<file path="config.mk">
export PLATFORM = sky130hd
export DESIGN_NAME = pulse_flow_meter_unit
export DESIGN_NICKNAME = d
export VERILOG_FILES = /design/src/hw/rtl/pfm_pkg.sv /design/src/hw/rtl/pulse_flow_meter_unit.sv /design/src/hw/rtl/pfm_ctrl.sv /design/src/hw/rtl/pfm_dp.sv
export SDC_FILE = /design/constraint.sdc
export NUM_CORES = 2
export LEC_CHECK = 0
export ABC_AREA = 1
export ABC_CLOCK_PERIOD_IN_PS = 10750
export BUFFER_PORTS_ARGS = -buffer_cell sky130_fd_sc_hd__buf_2
export CAP_MARGIN = 20
export CORE_ASPECT_RATIO = 0.8
export CORE_MARGIN = 3
export CORE_UTILIZATION = 60
export CTS_BUF_LIST = sky130_fd_sc_hd__clkbuf_2
export CTS_CLUSTER_DIAMETER = 50
export DETAILED_ROUTE_END_ITERATION = 12
export PLACE_DENSITY = 0.86
export RECOVER_POWER = 100
export SYNTH_ARGS = -nofsm -noshare
export SYNTH_HDL_FRONTEND = slang
export SYNTH_SLANG_ARGS = --single-unit
</file>
<file path="constraint.sdc">
create_clock -name clk -period 10.75 [get_ports clk]
set_input_delay 1.6125 -clock clk [delete_from_list [all_inputs] [get_ports clk]]
set_output_delay 1.6125 -clock clk [all_outputs]
set_load 0.02 [all_outputs]
</file>
<file path="src/hw/rtl/pfm_pkg.sv">
package pfm_pkg;

	// operation codes
	localparam logic [1:0] OP_SAMPLE = 2'd0;
	localparam logic [1:0] OP_START  = 2'd1;
	localparam logic [1:0] OP_CHECK  = 2'd2;

	// rate classes
	localparam logic [1:0] CLASS_OK   = 2'd0;
	localparam logic [1:0] CLASS_SLOW = 2'd1;
	localparam logic [1:0] CLASS_FAST = 2'd2;

	// configuration register indexes
	localparam int CFG_IDX_W = 3;
	localparam logic [CFG_IDX_W-1:0] REG_RATE_CONSTANT = 3'd0;
	localparam logic [CFG_IDX_W-1:0] REG_MIN_PULSES    = 3'd1;
	localparam logic [CFG_IDX_W-1:0] REG_PULSE_TIMEOUT = 3'd2;
	localparam logic [CFG_IDX_W-1:0] REG_SLOW_THRESH   = 3'd3;
	localparam logic [CFG_IDX_W-1:0] REG_FAST_THRESH   = 3'd4;
	localparam logic [CFG_IDX_W-1:0] REG_PULSES_PER_GAL = 3'd5;
	localparam int CFG_DATA_W = 24;

	// configuration reset values
	localparam logic [19:0] RST_RATE_CONSTANT = 20'd36065;
	localparam logic [7:0]  RST_MIN_PULSES    = 8'd3;
	localparam logic [15:0] RST_PULSE_TIMEOUT = 16'd1000;
	localparam logic [23:0] RST_SLOW_THRESH   = 24'd256;
	localparam logic [23:0] RST_FAST_THRESH   = 24'd4096;
	localparam logic [19:0] RST_PULSES_PER_GAL = 20'd309818;

	// divider geometry: 36-bit dividend, 32-bit divisor, one quotient bit per step
	localparam int DVD_W     = 36;
	localparam int DVS_W     = 32;
	localparam int DIV_STEPS = DVD_W;
	localparam int DIV_CNT_W = 6;

	// rate and volume scaling
	localparam int RATE_W    = 24;
	localparam int TGT_SHIFT = 18;

	typedef struct packed {
		logic [1:0]  operation;
		logic        pin_level;
		logic [31:0] time_ms;
		logic [15:0] volume;
	} in_word_t;

	typedef struct packed {
		logic [23:0] flow_rate;
		logic [1:0]  rate_class;
		logic        flowing;
		logic        collection_done;
	} out_word_t;

	typedef struct packed {
		logic [19:0] rate_constant;
		logic [7:0]  min_pulses;
		logic [15:0] pulse_timeout_ms;
		logic [23:0] slow_threshold;
		logic [23:0] fast_threshold;
		logic [19:0] pulses_per_gallon;
	} cfg_t;

	// controller to datapath
	typedef struct packed {
		logic eval;
		logic mul_rate;
		logic mul_vol;
		logic div_ld_rate;
		logic div_step;
		logic ring_upd;
		logic avg_upd;
		logic tgt_upd;
		logic check;
		logic out_load;
	} cmd_t;

	// datapath to controller
	typedef struct packed {
		logic [1:0] op;
		logic       go_rate;
		logic       div_done;
		logic       out_free;
	} sts_t;

	typedef enum logic [3:0] {
		S_IDLE,
		S_DISPATCH,
		S_EVAL,
		S_MUL_RATE,
		S_DIV_RATE_LD,
		S_DIV_RATE,
		S_RING,
		S_AVG,
		S_MUL_VOL,
		S_TARGET,
		S_CHECK,
		S_FINISH
	} state_t;

endpackage

</file>
<file path="src/hw/rtl/pulse_flow_meter_unit.sv">
// processing: a sample that yields a new rate runs evaluation, the multiply, the rate
//   division and the ring and average updates; other words take shorter paths
// throughput: one word at a time; the next word is taken at the earliest in the cycle
//   after the result moves to the output register
// reset: asynchronous, clears all control state, config to defaults; ring entries
//   read as zero through per-entry valid bits, so no clearing pass is needed
module pulse_flow_meter_unit #(
	parameter int AVG_DEPTH = 8
) (
	input  logic                                clk,
	input  logic                                arst_n,
	input  logic                                in_valid,
	output logic                                in_stall,
	input  pfm_pkg::in_word_t                   in_data,
	output logic                                out_valid,
	input  logic                                out_stall,
	output pfm_pkg::out_word_t                  out_data,
	input  logic                                cfg_valid,
	output logic                                cfg_ready,
	input  logic [pfm_pkg::CFG_IDX_W-1:0]       cfg_index,
	input  logic [pfm_pkg::CFG_DATA_W-1:0]      cfg_data
);

	pfm_pkg::cfg_t cfg_q;
	pfm_pkg::cmd_t cmd;
	pfm_pkg::sts_t sts;
	logic          in_accept;

	assign cfg_ready = 1'b1;
	assign in_accept = in_valid && !in_stall;

	// configuration registers
	always_ff @(posedge clk or negedge arst_n) begin
		if (!arst_n) begin
			cfg_q.rate_constant     <= pfm_pkg::RST_RATE_CONSTANT;
			cfg_q.min_pulses        <= pfm_pkg::RST_MIN_PULSES;
			cfg_q.pulse_timeout_ms  <= pfm_pkg::RST_PULSE_TIMEOUT;
			cfg_q.slow_threshold    <= pfm_pkg::RST_SLOW_THRESH;
			cfg_q.fast_threshold    <= pfm_pkg::RST_FAST_THRESH;
			cfg_q.pulses_per_gallon <= pfm_pkg::RST_PULSES_PER_GAL;
		end else if (cfg_valid && cfg_ready) begin
			case (cfg_index)
				pfm_pkg::REG_RATE_CONSTANT:  cfg_q.rate_constant     <= cfg_data[19:0];
				pfm_pkg::REG_MIN_PULSES:     cfg_q.min_pulses        <= cfg_data[7:0];
				pfm_pkg::REG_PULSE_TIMEOUT:  cfg_q.pulse_timeout_ms  <= cfg_data[15:0];
				pfm_pkg::REG_SLOW_THRESH:    cfg_q.slow_threshold    <= cfg_data[23:0];
				pfm_pkg::REG_FAST_THRESH:    cfg_q.fast_threshold    <= cfg_data[23:0];
				pfm_pkg::REG_PULSES_PER_GAL: cfg_q.pulses_per_gallon <= cfg_data[19:0];
				default: ;
			endcase
		end
	end

	// controller
	pfm_ctrl u_ctrl (
		.clk      (clk),
		.arst_n   (arst_n),
		.in_valid (in_valid),
		.sts      (sts),
		.cmd      (cmd),
		.in_stall (in_stall)
	);

	// datapath
	pfm_dp #(
		.AVG_DEPTH (AVG_DEPTH)
	) u_dp (
		.clk       (clk),
		.arst_n    (arst_n),
		.load      (in_accept),
		.in_data   (in_data),
		.cfg       (cfg_q),
		.cmd       (cmd),
		.sts       (sts),
		.out_valid (out_valid),
		.out_stall (out_stall),
		.out_data  (out_data)
	);

endmodule

</file>
<file path="src/hw/rtl/pfm_ctrl.sv">
module pfm_ctrl (
	input  logic            clk,
	input  logic            arst_n,
	input  logic            in_valid,
	input  pfm_pkg::sts_t   sts,
	output pfm_pkg::cmd_t   cmd,
	output logic            in_stall
);

	pfm_pkg::state_t state_q;
	pfm_pkg::state_t state_nxt;

	// state register
	always_ff @(posedge clk or negedge arst_n) begin
		if (!arst_n) begin
			state_q <= pfm_pkg::S_IDLE;
		end else begin
			state_q <= state_nxt;
		end
	end

	// next state and commands
	always_comb begin
		state_nxt = state_q;
		cmd       = '0;
		in_stall  = 1'b1;
		case (state_q)
			pfm_pkg::S_IDLE: begin
				in_stall = 1'b0;
				if (in_valid) begin
					state_nxt = pfm_pkg::S_DISPATCH;
				end
			end
			pfm_pkg::S_DISPATCH: begin
				case (sts.op)
					pfm_pkg::OP_SAMPLE: state_nxt = pfm_pkg::S_EVAL;
					pfm_pkg::OP_START:  state_nxt = pfm_pkg::S_MUL_VOL;
					pfm_pkg::OP_CHECK:  state_nxt = pfm_pkg::S_CHECK;
					default:            state_nxt = pfm_pkg::S_FINISH;
				endcase
			end
			pfm_pkg::S_EVAL: begin
				cmd.eval  = 1'b1;
				state_nxt = sts.go_rate ? pfm_pkg::S_MUL_RATE : pfm_pkg::S_FINISH;
			end
			pfm_pkg::S_MUL_RATE: begin
				cmd.mul_rate = 1'b1;
				state_nxt    = pfm_pkg::S_DIV_RATE_LD;
			end
			pfm_pkg::S_DIV_RATE_LD: begin
				cmd.div_ld_rate = 1'b1;
				state_nxt       = pfm_pkg::S_DIV_RATE;
			end
			pfm_pkg::S_DIV_RATE: begin
				if (sts.div_done) begin
					state_nxt = pfm_pkg::S_RING;
				end else begin
					cmd.div_step = 1'b1;
				end
			end
			pfm_pkg::S_RING: begin
				cmd.ring_upd = 1'b1;
				state_nxt    = pfm_pkg::S_AVG;
			end
			pfm_pkg::S_AVG: begin
				cmd.avg_upd = 1'b1;
				state_nxt   = pfm_pkg::S_FINISH;
			end
			pfm_pkg::S_MUL_VOL: begin
				cmd.mul_vol = 1'b1;
				state_nxt   = pfm_pkg::S_TARGET;
			end
			pfm_pkg::S_TARGET: begin
				cmd.tgt_upd = 1'b1;
				state_nxt   = pfm_pkg::S_FINISH;
			end
			pfm_pkg::S_CHECK: begin
				cmd.check = 1'b1;
				state_nxt = pfm_pkg::S_FINISH;
			end
			pfm_pkg::S_FINISH: begin
				if (sts.out_free) begin
					cmd.out_load = 1'b1;
					state_nxt    = pfm_pkg::S_IDLE;
				end
			end
			default: begin
				state_nxt = pfm_pkg::S_IDLE;
			end
		endcase
	end

endmodule

</file>
<file path="src/hw/rtl/pfm_dp.sv">
module pfm_dp #(
	parameter int AVG_DEPTH = 8
) (
	input  logic               clk,
	input  logic               arst_n,
	input  logic               load,
	input  pfm_pkg::in_word_t  in_data,
	input  pfm_pkg::cfg_t      cfg,
	input  pfm_pkg::cmd_t      cmd,
	output pfm_pkg::sts_t      sts,
	output logic               out_valid,
	input  logic               out_stall,
	output pfm_pkg::out_word_t out_data
);

	localparam int SLOT_W = $clog2(AVG_DEPTH);
	localparam int SUM_W  = pfm_pkg::RATE_W + SLOT_W + 1;
	// floor(sum / AVG_DEPTH) as a multiply by the rounded-up reciprocal and a shift
	localparam int AVG_SHIFT = SUM_W + SLOT_W;
	localparam logic [63:0] AVG_RECIP = ((64'd1 << AVG_SHIFT) + 64'(AVG_DEPTH) - 64'd1)
		/ 64'(AVG_DEPTH);

	// accepted word
	pfm_pkg::in_word_t in_q;

	// sample state
	logic        last_level_q;
	logic [15:0] edge_cnt_q;
	logic [31:0] last_time_q;

	// ring
	logic [23:0]       ring_mem [AVG_DEPTH];
	logic [23:0]       rd_q;
	logic [AVG_DEPTH-1:0] vld_q;
	logic [SLOT_W-1:0] slot_q;
	logic [SUM_W-1:0]  sum_q;
	logic [23:0]       avg_q;

	// collection state
	logic        collecting_q;
	logic [31:0] collected_q;
	logic [31:0] target_q;
	logic        done_q;

	// multiplier and divider
	logic [35:0]              prod_q;
	logic [pfm_pkg::DVD_W-1:0] dvd_q;
	logic [pfm_pkg::DVS_W-1:0] dvs_q;
	logic [pfm_pkg::DVS_W-1:0] rem_q;
	logic [pfm_pkg::DIV_CNT_W-1:0] div_cnt_q;

	// output register
	logic               out_valid_q;
	pfm_pkg::out_word_t out_q;

	// combinational
	logic [15:0] cnt_new;
	logic [31:0] elapsed;
	logic        enough;
	logic        timed_out;
	logic [15:0] mul_a;
	logic [19:0] mul_b;
	logic [pfm_pkg::DVS_W:0] rem_sh;
	logic        rem_ge;
	logic [23:0] rate_sat;
	logic [23:0] old_rate;
	logic [32:0] coll_sum;
	logic        coll_reached;
	logic [1:0]  cls;
	logic [2*SUM_W:0] avg_prod;

	// edge count and timing for the current sample
	always_comb begin
		cnt_new = edge_cnt_q;
		if (last_level_q && !in_q.pin_level && edge_cnt_q != 16'hFFFF) begin
			cnt_new = edge_cnt_q + 16'd1;
		end
		elapsed   = in_q.time_ms - last_time_q;
		enough    = cnt_new >= {8'd0, cfg.min_pulses};
		timed_out = elapsed > {16'd0, cfg.pulse_timeout_ms};
	end

	// shared multiplier operands
	assign mul_a = cmd.mul_vol ? in_q.volume : edge_cnt_q;
	assign mul_b = cmd.mul_vol ? cfg.pulses_per_gallon : cfg.rate_constant;

	// restoring divider step
	assign rem_sh = {rem_q, dvd_q[pfm_pkg::DVD_W-1]};
	assign rem_ge = rem_sh >= {1'b0, dvs_q};

	// rate saturation and the entry being replaced
	assign rate_sat = (|dvd_q[pfm_pkg::DVD_W-1:pfm_pkg::RATE_W]) ? 24'hFFFFFF
		: dvd_q[pfm_pkg::RATE_W-1:0];
	assign old_rate = vld_q[slot_q] ? rd_q : 24'd0;
	assign coll_sum = {1'b0, collected_q} + {17'd0, edge_cnt_q};
	assign coll_reached = collected_q >= target_q;

	// ring average
	assign avg_prod = sum_q * AVG_RECIP[SUM_W:0];

	// rate class
	always_comb begin
		if (avg_q < cfg.slow_threshold) begin
			cls = pfm_pkg::CLASS_SLOW;
		end else if (avg_q > cfg.fast_threshold) begin
			cls = pfm_pkg::CLASS_FAST;
		end else begin
			cls = pfm_pkg::CLASS_OK;
		end
	end

	// ring memory with registered read
	always_ff @(posedge clk) begin
		if (cmd.ring_upd) begin
			ring_mem[slot_q] <= rate_sat;
		end
		rd_q <= ring_mem[slot_q];
	end

	// payload registers
	always_ff @(posedge clk) begin
		if (load) begin
			in_q <= in_data;
		end
		if (cmd.mul_rate || cmd.mul_vol) begin
			prod_q <= mul_a * mul_b;
		end
		if (cmd.eval) begin
			dvs_q <= elapsed;
		end
		if (cmd.div_ld_rate) begin
			dvd_q <= prod_q;
			rem_q <= '0;
		end else if (cmd.div_step) begin
			dvd_q <= {dvd_q[pfm_pkg::DVD_W-2:0], rem_ge};
			rem_q <= rem_ge ? pfm_pkg::DVS_W'(rem_sh - {1'b0, dvs_q})
				: rem_sh[pfm_pkg::DVS_W-1:0];
		end
		if (cmd.out_load) begin
			out_q.flow_rate       <= avg_q;
			out_q.rate_class      <= cls;
			out_q.flowing         <= avg_q > cfg.slow_threshold;
			out_q.collection_done <= done_q;
		end
	end

	// control state
	always_ff @(posedge clk or negedge arst_n) begin
		if (!arst_n) begin
			last_level_q <= 1'b1;
			edge_cnt_q   <= '0;
			last_time_q  <= '0;
			vld_q        <= '0;
			slot_q       <= '0;
			sum_q        <= '0;
			avg_q        <= '0;
			collecting_q <= 1'b0;
			collected_q  <= '0;
			target_q     <= '0;
			done_q       <= 1'b0;
			div_cnt_q    <= '0;
			out_valid_q  <= 1'b0;
		end else begin
			if (load) begin
				done_q <= 1'b0;
			end
			// sample evaluation
			if (cmd.eval) begin
				last_level_q <= in_q.pin_level;
				edge_cnt_q   <= cnt_new;
				if (enough) begin
					last_time_q <= in_q.time_ms;
				end else if (timed_out) begin
					avg_q <= '0;
				end
			end
			// divider step count
			if (cmd.div_ld_rate) begin
				div_cnt_q <= '0;
			end else if (cmd.div_step) begin
				div_cnt_q <= div_cnt_q + pfm_pkg::DIV_CNT_W'(1);
			end
			// ring update and pulse hand-off
			if (cmd.ring_upd) begin
				sum_q         <= sum_q + SUM_W'(rate_sat) - SUM_W'(old_rate);
				vld_q[slot_q] <= 1'b1;
				slot_q        <= (slot_q == SLOT_W'(AVG_DEPTH - 1)) ? '0
					: slot_q + SLOT_W'(1);
				if (collecting_q) begin
					collected_q <= coll_sum[32] ? 32'hFFFFFFFF : coll_sum[31:0];
				end
				edge_cnt_q <= '0;
			end
			if (cmd.avg_upd) begin
				avg_q <= avg_prod[AVG_SHIFT +: pfm_pkg::RATE_W];
			end
			// collection
			if (cmd.tgt_upd) begin
				target_q     <= 32'(prod_q >> pfm_pkg::TGT_SHIFT);
				collecting_q <= 1'b1;
			end
			if (cmd.check && coll_reached) begin
				collecting_q <= 1'b0;
				target_q     <= '0;
				collected_q  <= '0;
				done_q       <= 1'b1;
			end
			// output word handshake
			if (cmd.out_load) begin
				out_valid_q <= 1'b1;
			end else if (!out_stall) begin
				out_valid_q <= 1'b0;
			end
		end
	end

	// status to controller
	assign sts.op       = in_q.operation;
	assign sts.go_rate  = enough && (elapsed != 32'd0);
	assign sts.div_done = div_cnt_q == pfm_pkg::DIV_CNT_W'(pfm_pkg::DIV_STEPS);
	assign sts.out_free = !out_valid_q || !out_stall;

	assign out_valid = out_valid_q;
	assign out_data  = out_q;

	// divider never runs past its last quotient bit
	assert property (@(posedge clk) disable iff (!arst_n)
		cmd.div_step |-> div_cnt_q < pfm_pkg::DIV_CNT_W'(pfm_pkg::DIV_STEPS))
		else $error("divider stepped past its last bit");

	// a waiting word is never overwritten
	assert property (@(posedge clk) disable iff (!arst_n)
		cmd.out_load |-> (!out_valid_q || !out_stall))
		else $error("output word overwritten while stalled");

	// pulses are handed off once a rate is taken
	assert property (@(posedge clk) disable iff (!arst_n)
		cmd.ring_upd |=> edge_cnt_q == 16'd0)
		else $error("edge count not cleared after rate update");

	// a completed check ends the collection
	assert property (@(posedge clk) disable iff (!arst_n)
		(cmd.check && coll_reached) |=> (!collecting_q && done_q))
		else $error("completed check did not end collection");

endmodule
</file>
==> reports/metrics.cfg <==
[sta]
max_freq_mhz = 110
tightest_slew_ns = 5.48
relSlewSlack_pct = -266
finalCriticalPeriod_ns = 9.05
rsz0062_at_grt = no
finalCritPeriodShare_pct = 84.2
setup_viol = 0
tns_ns = 0
drv_slew = 1111
clock_skew_ns = 0.153
final-hold-violation-count = 0

[grt]
grt_use_total_pct = 32.5
grt_pass1_vias = 38000
grt-ovfl-total = 0
grt_max_degree = 91
grt_pass1_wl_microns = 207000
antenna_found_initial = 5

[hold_path]
hold_path_depth = 1
hp-start = in_data[6]
hold_class = in -> reg
hold_end = u_dp.in_q[6]

[routing]
viasPerCell = 5.71
drt_first_iter_violations = 3975
wl_microns = 130000
wl_per_cell_microns = 19.5
vias = 38200
post-route-drc-count = 0
dr.pass1.iters = 6
ant_nets = 0

[synthesis]
ys_warn_count = 0
yosysTopAreaCell = edfxtp_1
synth_top_flop_cell = edfxtp_1
synth_edf_count = 375
synthTopCellsByCount = nand2_1 (1281), inv_1 (909), nor2_1 (406), edfxtp_1 (375), o21ai_0 (314)
syn-instance-count = 5309
ys_seq_elements = 717
synth_top_area_share_pct = 24.0
async_reset_ff_share_pct = 39.9
yosysSeqAreaShare_pct = 41.7
synthTopCellsByArea = edfxtp_1 (24%), dfrtp_1 (14%), fa_1 (12%)
yosysMostFrequentCell = nand2_1
syn_area_per_cell_sq_um = 8.84
synth_area_sq_um = 46900
ys_types = 64
synth_fp_nets = 5978

[die]
chipHeight_microns = 256
dieArea_sq_um = 81600
start_util_pct = 60.7
num_rows = 91
io_pins = 114
core_sq_um = 77300
die_x_microns = 319

[critical_path]
worstReg2RegStart = u_ctrl.state_q[2]
r2r_slack_ns = 1.70
crit_slowest_cell = o21ai_0
reg2regPathDepth = 28
crit_required_ns = 11.82
worstReg2RegEnd = u_dp.prod_q[34]
path_class = reg -> reg
crit_buf_inv = 7
cp_max_fo = 41
start_kind = flip-flop
critPathArrivalTime_ns = 10.13
crit_family = adder cells
cpPeakStageDelay_ns = 0.93
endpoint_kind = flip-flop

[final_layout]
regArea_sq_um = 19600
syn2layout_area_growth_pct = 7.14
multi_input_area_sq_um = 23300
drive_gt1_share_pct = 8.95
nets = 6192
fillCellCount = 6242
design_area_sq_um = 50300

[power_and_ir_drop]
power.density_nw_per_um2 = 293
pwr-share-seq_pct = 27.9
power_leakage_uw = 0.0236
internal-power_uw = 7410
irDropWorstVdd_mv = 0.300
combPwrFrac_pct = 58.9
p_sw_uw = 7300
swShare_pct = 49.7
pwr-share-clk_pct = 13.2

[placed_design]
place_area_sq_um = 48700
gp_congestion = 0.991
dp_hpwl_microns = 95800
io_buffers = 112

[clocking]
clock_latency_ns = 1.46
cts_setup_buffers = 0
hold_buffers = 0
cts_tree = built
cts_buffers = 174
clkTransAtPathRegs_ns = 0.10
cts_sinks = 717
cts_resized = 0
cts.path.max_buffers = 3
root_buffer = clkbuf_2
cts_htree_levels = 4

[flow_run]
maxCapViolations = 26

[outcome]
status = finished, violations left
failed_checks = capacitance limit, slew limit

state kept, by name (all words and copies together) (netlist names), 8 cells and up:
signal,count
u_dp.in_q,49
u_dp.out_data,28
u_dp.vld_q,8
u_dp.rem_q,32
u_dp.prod_q,36
u_dp.rd_q,24
u_dp.collected_q,32
u_dp.target_q,18
u_dp.ring_mem,192
cfg_q,112
u_dp.avg_q,24
u_dp.dvd_q,36
u_dp.dvs_q,32
u_dp.edge_cnt_q,16
u_dp.sum_q,27
u_dp.last_time_q,32
power groups by stage:
stage	Clock, uW	Sequential [uW]	Combinational (uW)
2_1_floorplan	0	3960	6060
3_3_place_gp	0	4110	8300
3_5_place_dp	0	4130	8470
4_1_cts	1980	4070	8570
5_1_grt	2130	4160	9780
6_report	1940	4110	8660
metrics by stage:
stage	hold slack, ns	instances	utilization [%]	total power (uW)	worst slack, ns
4_1_cts	0.0941	6695	65.3	14600	2.40
5_1_grt	0.210	6701	65.0	16100	1.10
2_1_floorplan	0.419	5309	-	10000	3.92
6_report	0.328	6703	65.0	14700	1.70
3_3_place_gp	0.439	6367	63.0	12400	2.73
3_5_place_dp	0.445	6368	63.0	12600	2.57
layer usage:
| layer | vias to the layer above | share of wire [%] | routed length [microns] | GRT usage, % |
|---|---|---|---|---|
| li1 | 17600 | - | - | - |
| met1 | 18200 | 40 | 52200 | 44.4 |
| met2 | 2035 | 44 | 57300 | 48.9 |
| met3 | 319 | 12 | 16200 | 9.91 |
| met4 | 2 | 3.6 | 4690 | 12.9 |
| met5 | - | 0.010 | 13 | 0 |
final cells by class:
class | count | share of cell area (%)
Clock inverter | 50 | 0.697
Tap cell | 1023 | 2.55
Antenna cell | 6 | 0.0299
Multi-Input combinational cell | 3528 | 46.4
Sequential cell | 717 | 38.9
Inverter | 923 | 6.90
Clock buffer | 277 | 2.76
Timing Repair Buffer | 179 | 1.79
cells in the final DEF, fill, tap and decap left out, types with 9 or more instances in the layout:
| cell | synthesis | final |
|---|---|---|
| nor2_2 | 4 | 10 |
| a21o_1 | 10 | 10 |
| fa_1 | 277 | 277 |
| buf_2 | 11 | 76 |
| a22o_1 | 23 | 23 |
| dfxtp_1 | 56 | 56 |
| o21ai_1 | 27 | 28 |
| a22oi_1 | 27 | 27 |
| inv_1 | 909 | 910 |
| xnor2_1 | 41 | 41 |
| dfrtp_1 | 258 | 258 |
| nand2_1 | 1281 | 1283 |
| nor3_1 | 48 | 47 |
| nor4_1 | 16 | 16 |
| edfxtp_1 | 375 | 375 |
| or2_2 | 18 | 18 |
| a221oi_1 | 25 | 25 |
| xor2_1 | 78 | 78 |
| nor2_1 | 406 | 398 |
| clkinv_1 | 7 | 33 |
| dfstp_2 | 28 | 28 |
| clkbuf_2 | 0 | 277 |
| nand3b_1 | 9 | 9 |
| clkbuf_1 | 119 | 68 |
| nand3_2 | 19 | 18 |
| a21oi_1 | 239 | 239 |
| o21ai_0 | 314 | 313 |
| o22ai_1 | 15 | 15 |
| o21bai_1 | 19 | 19 |
| nand4_1 | 57 | 57 |
| nand3_1 | 175 | 176 |
| ha_1 | 309 | 309 |
| a31oi_1 | 15 | 15 |
| o211ai_1 | 12 | 12 |
| buf_4 | 2 | 35 |
worst register-to-register path, delay by kind of cell (launching register included):
family	cells	cell delay, ns
fa+ha+maj	7	3.46
buf+inv	7	1.89
compound gates	6	1.78
simple gates	8	1.14
flops	1	0.44
kinds of logic after synthesis:
family | Yosys count | synth area share (%)
AOI/OAI and AO/OA | 763 | 9.23
other | 1 | 0.00799
and+or+nand+nor | 2059 | 18.1
DFF | 717 | 41.7
adders and majority gates | 586 | 20.1
buffers and inverters | 1064 | 8.66
xor gates and xnor gates | 119 | 2.22
worst max-delay path by stage:
stage	endpoint	slack, ns	cells past startpoint	startpoint
3_3_place_gp	u_dp.prod_q[34]	2.73	30	u_ctrl.state_q[2]
4_1_cts	u_dp.prod_q[34]	2.40	30	u_ctrl.state_q[2]
6_report	u_dp.prod_q[34]	1.70	28	u_ctrl.state_q[2]
5_1_grt	u_dp.prod_q[34]	1.10	30	u_ctrl.state_q[3]
3_5_place_dp	u_dp.prod_q[34]	2.57	30	u_ctrl.state_q[2]
2_1_floorplan	u_dp.prod_q[34]	3.92	30	u_ctrl.state_q[3]
No activity file was read; power rests on OpenSTA's default activity.
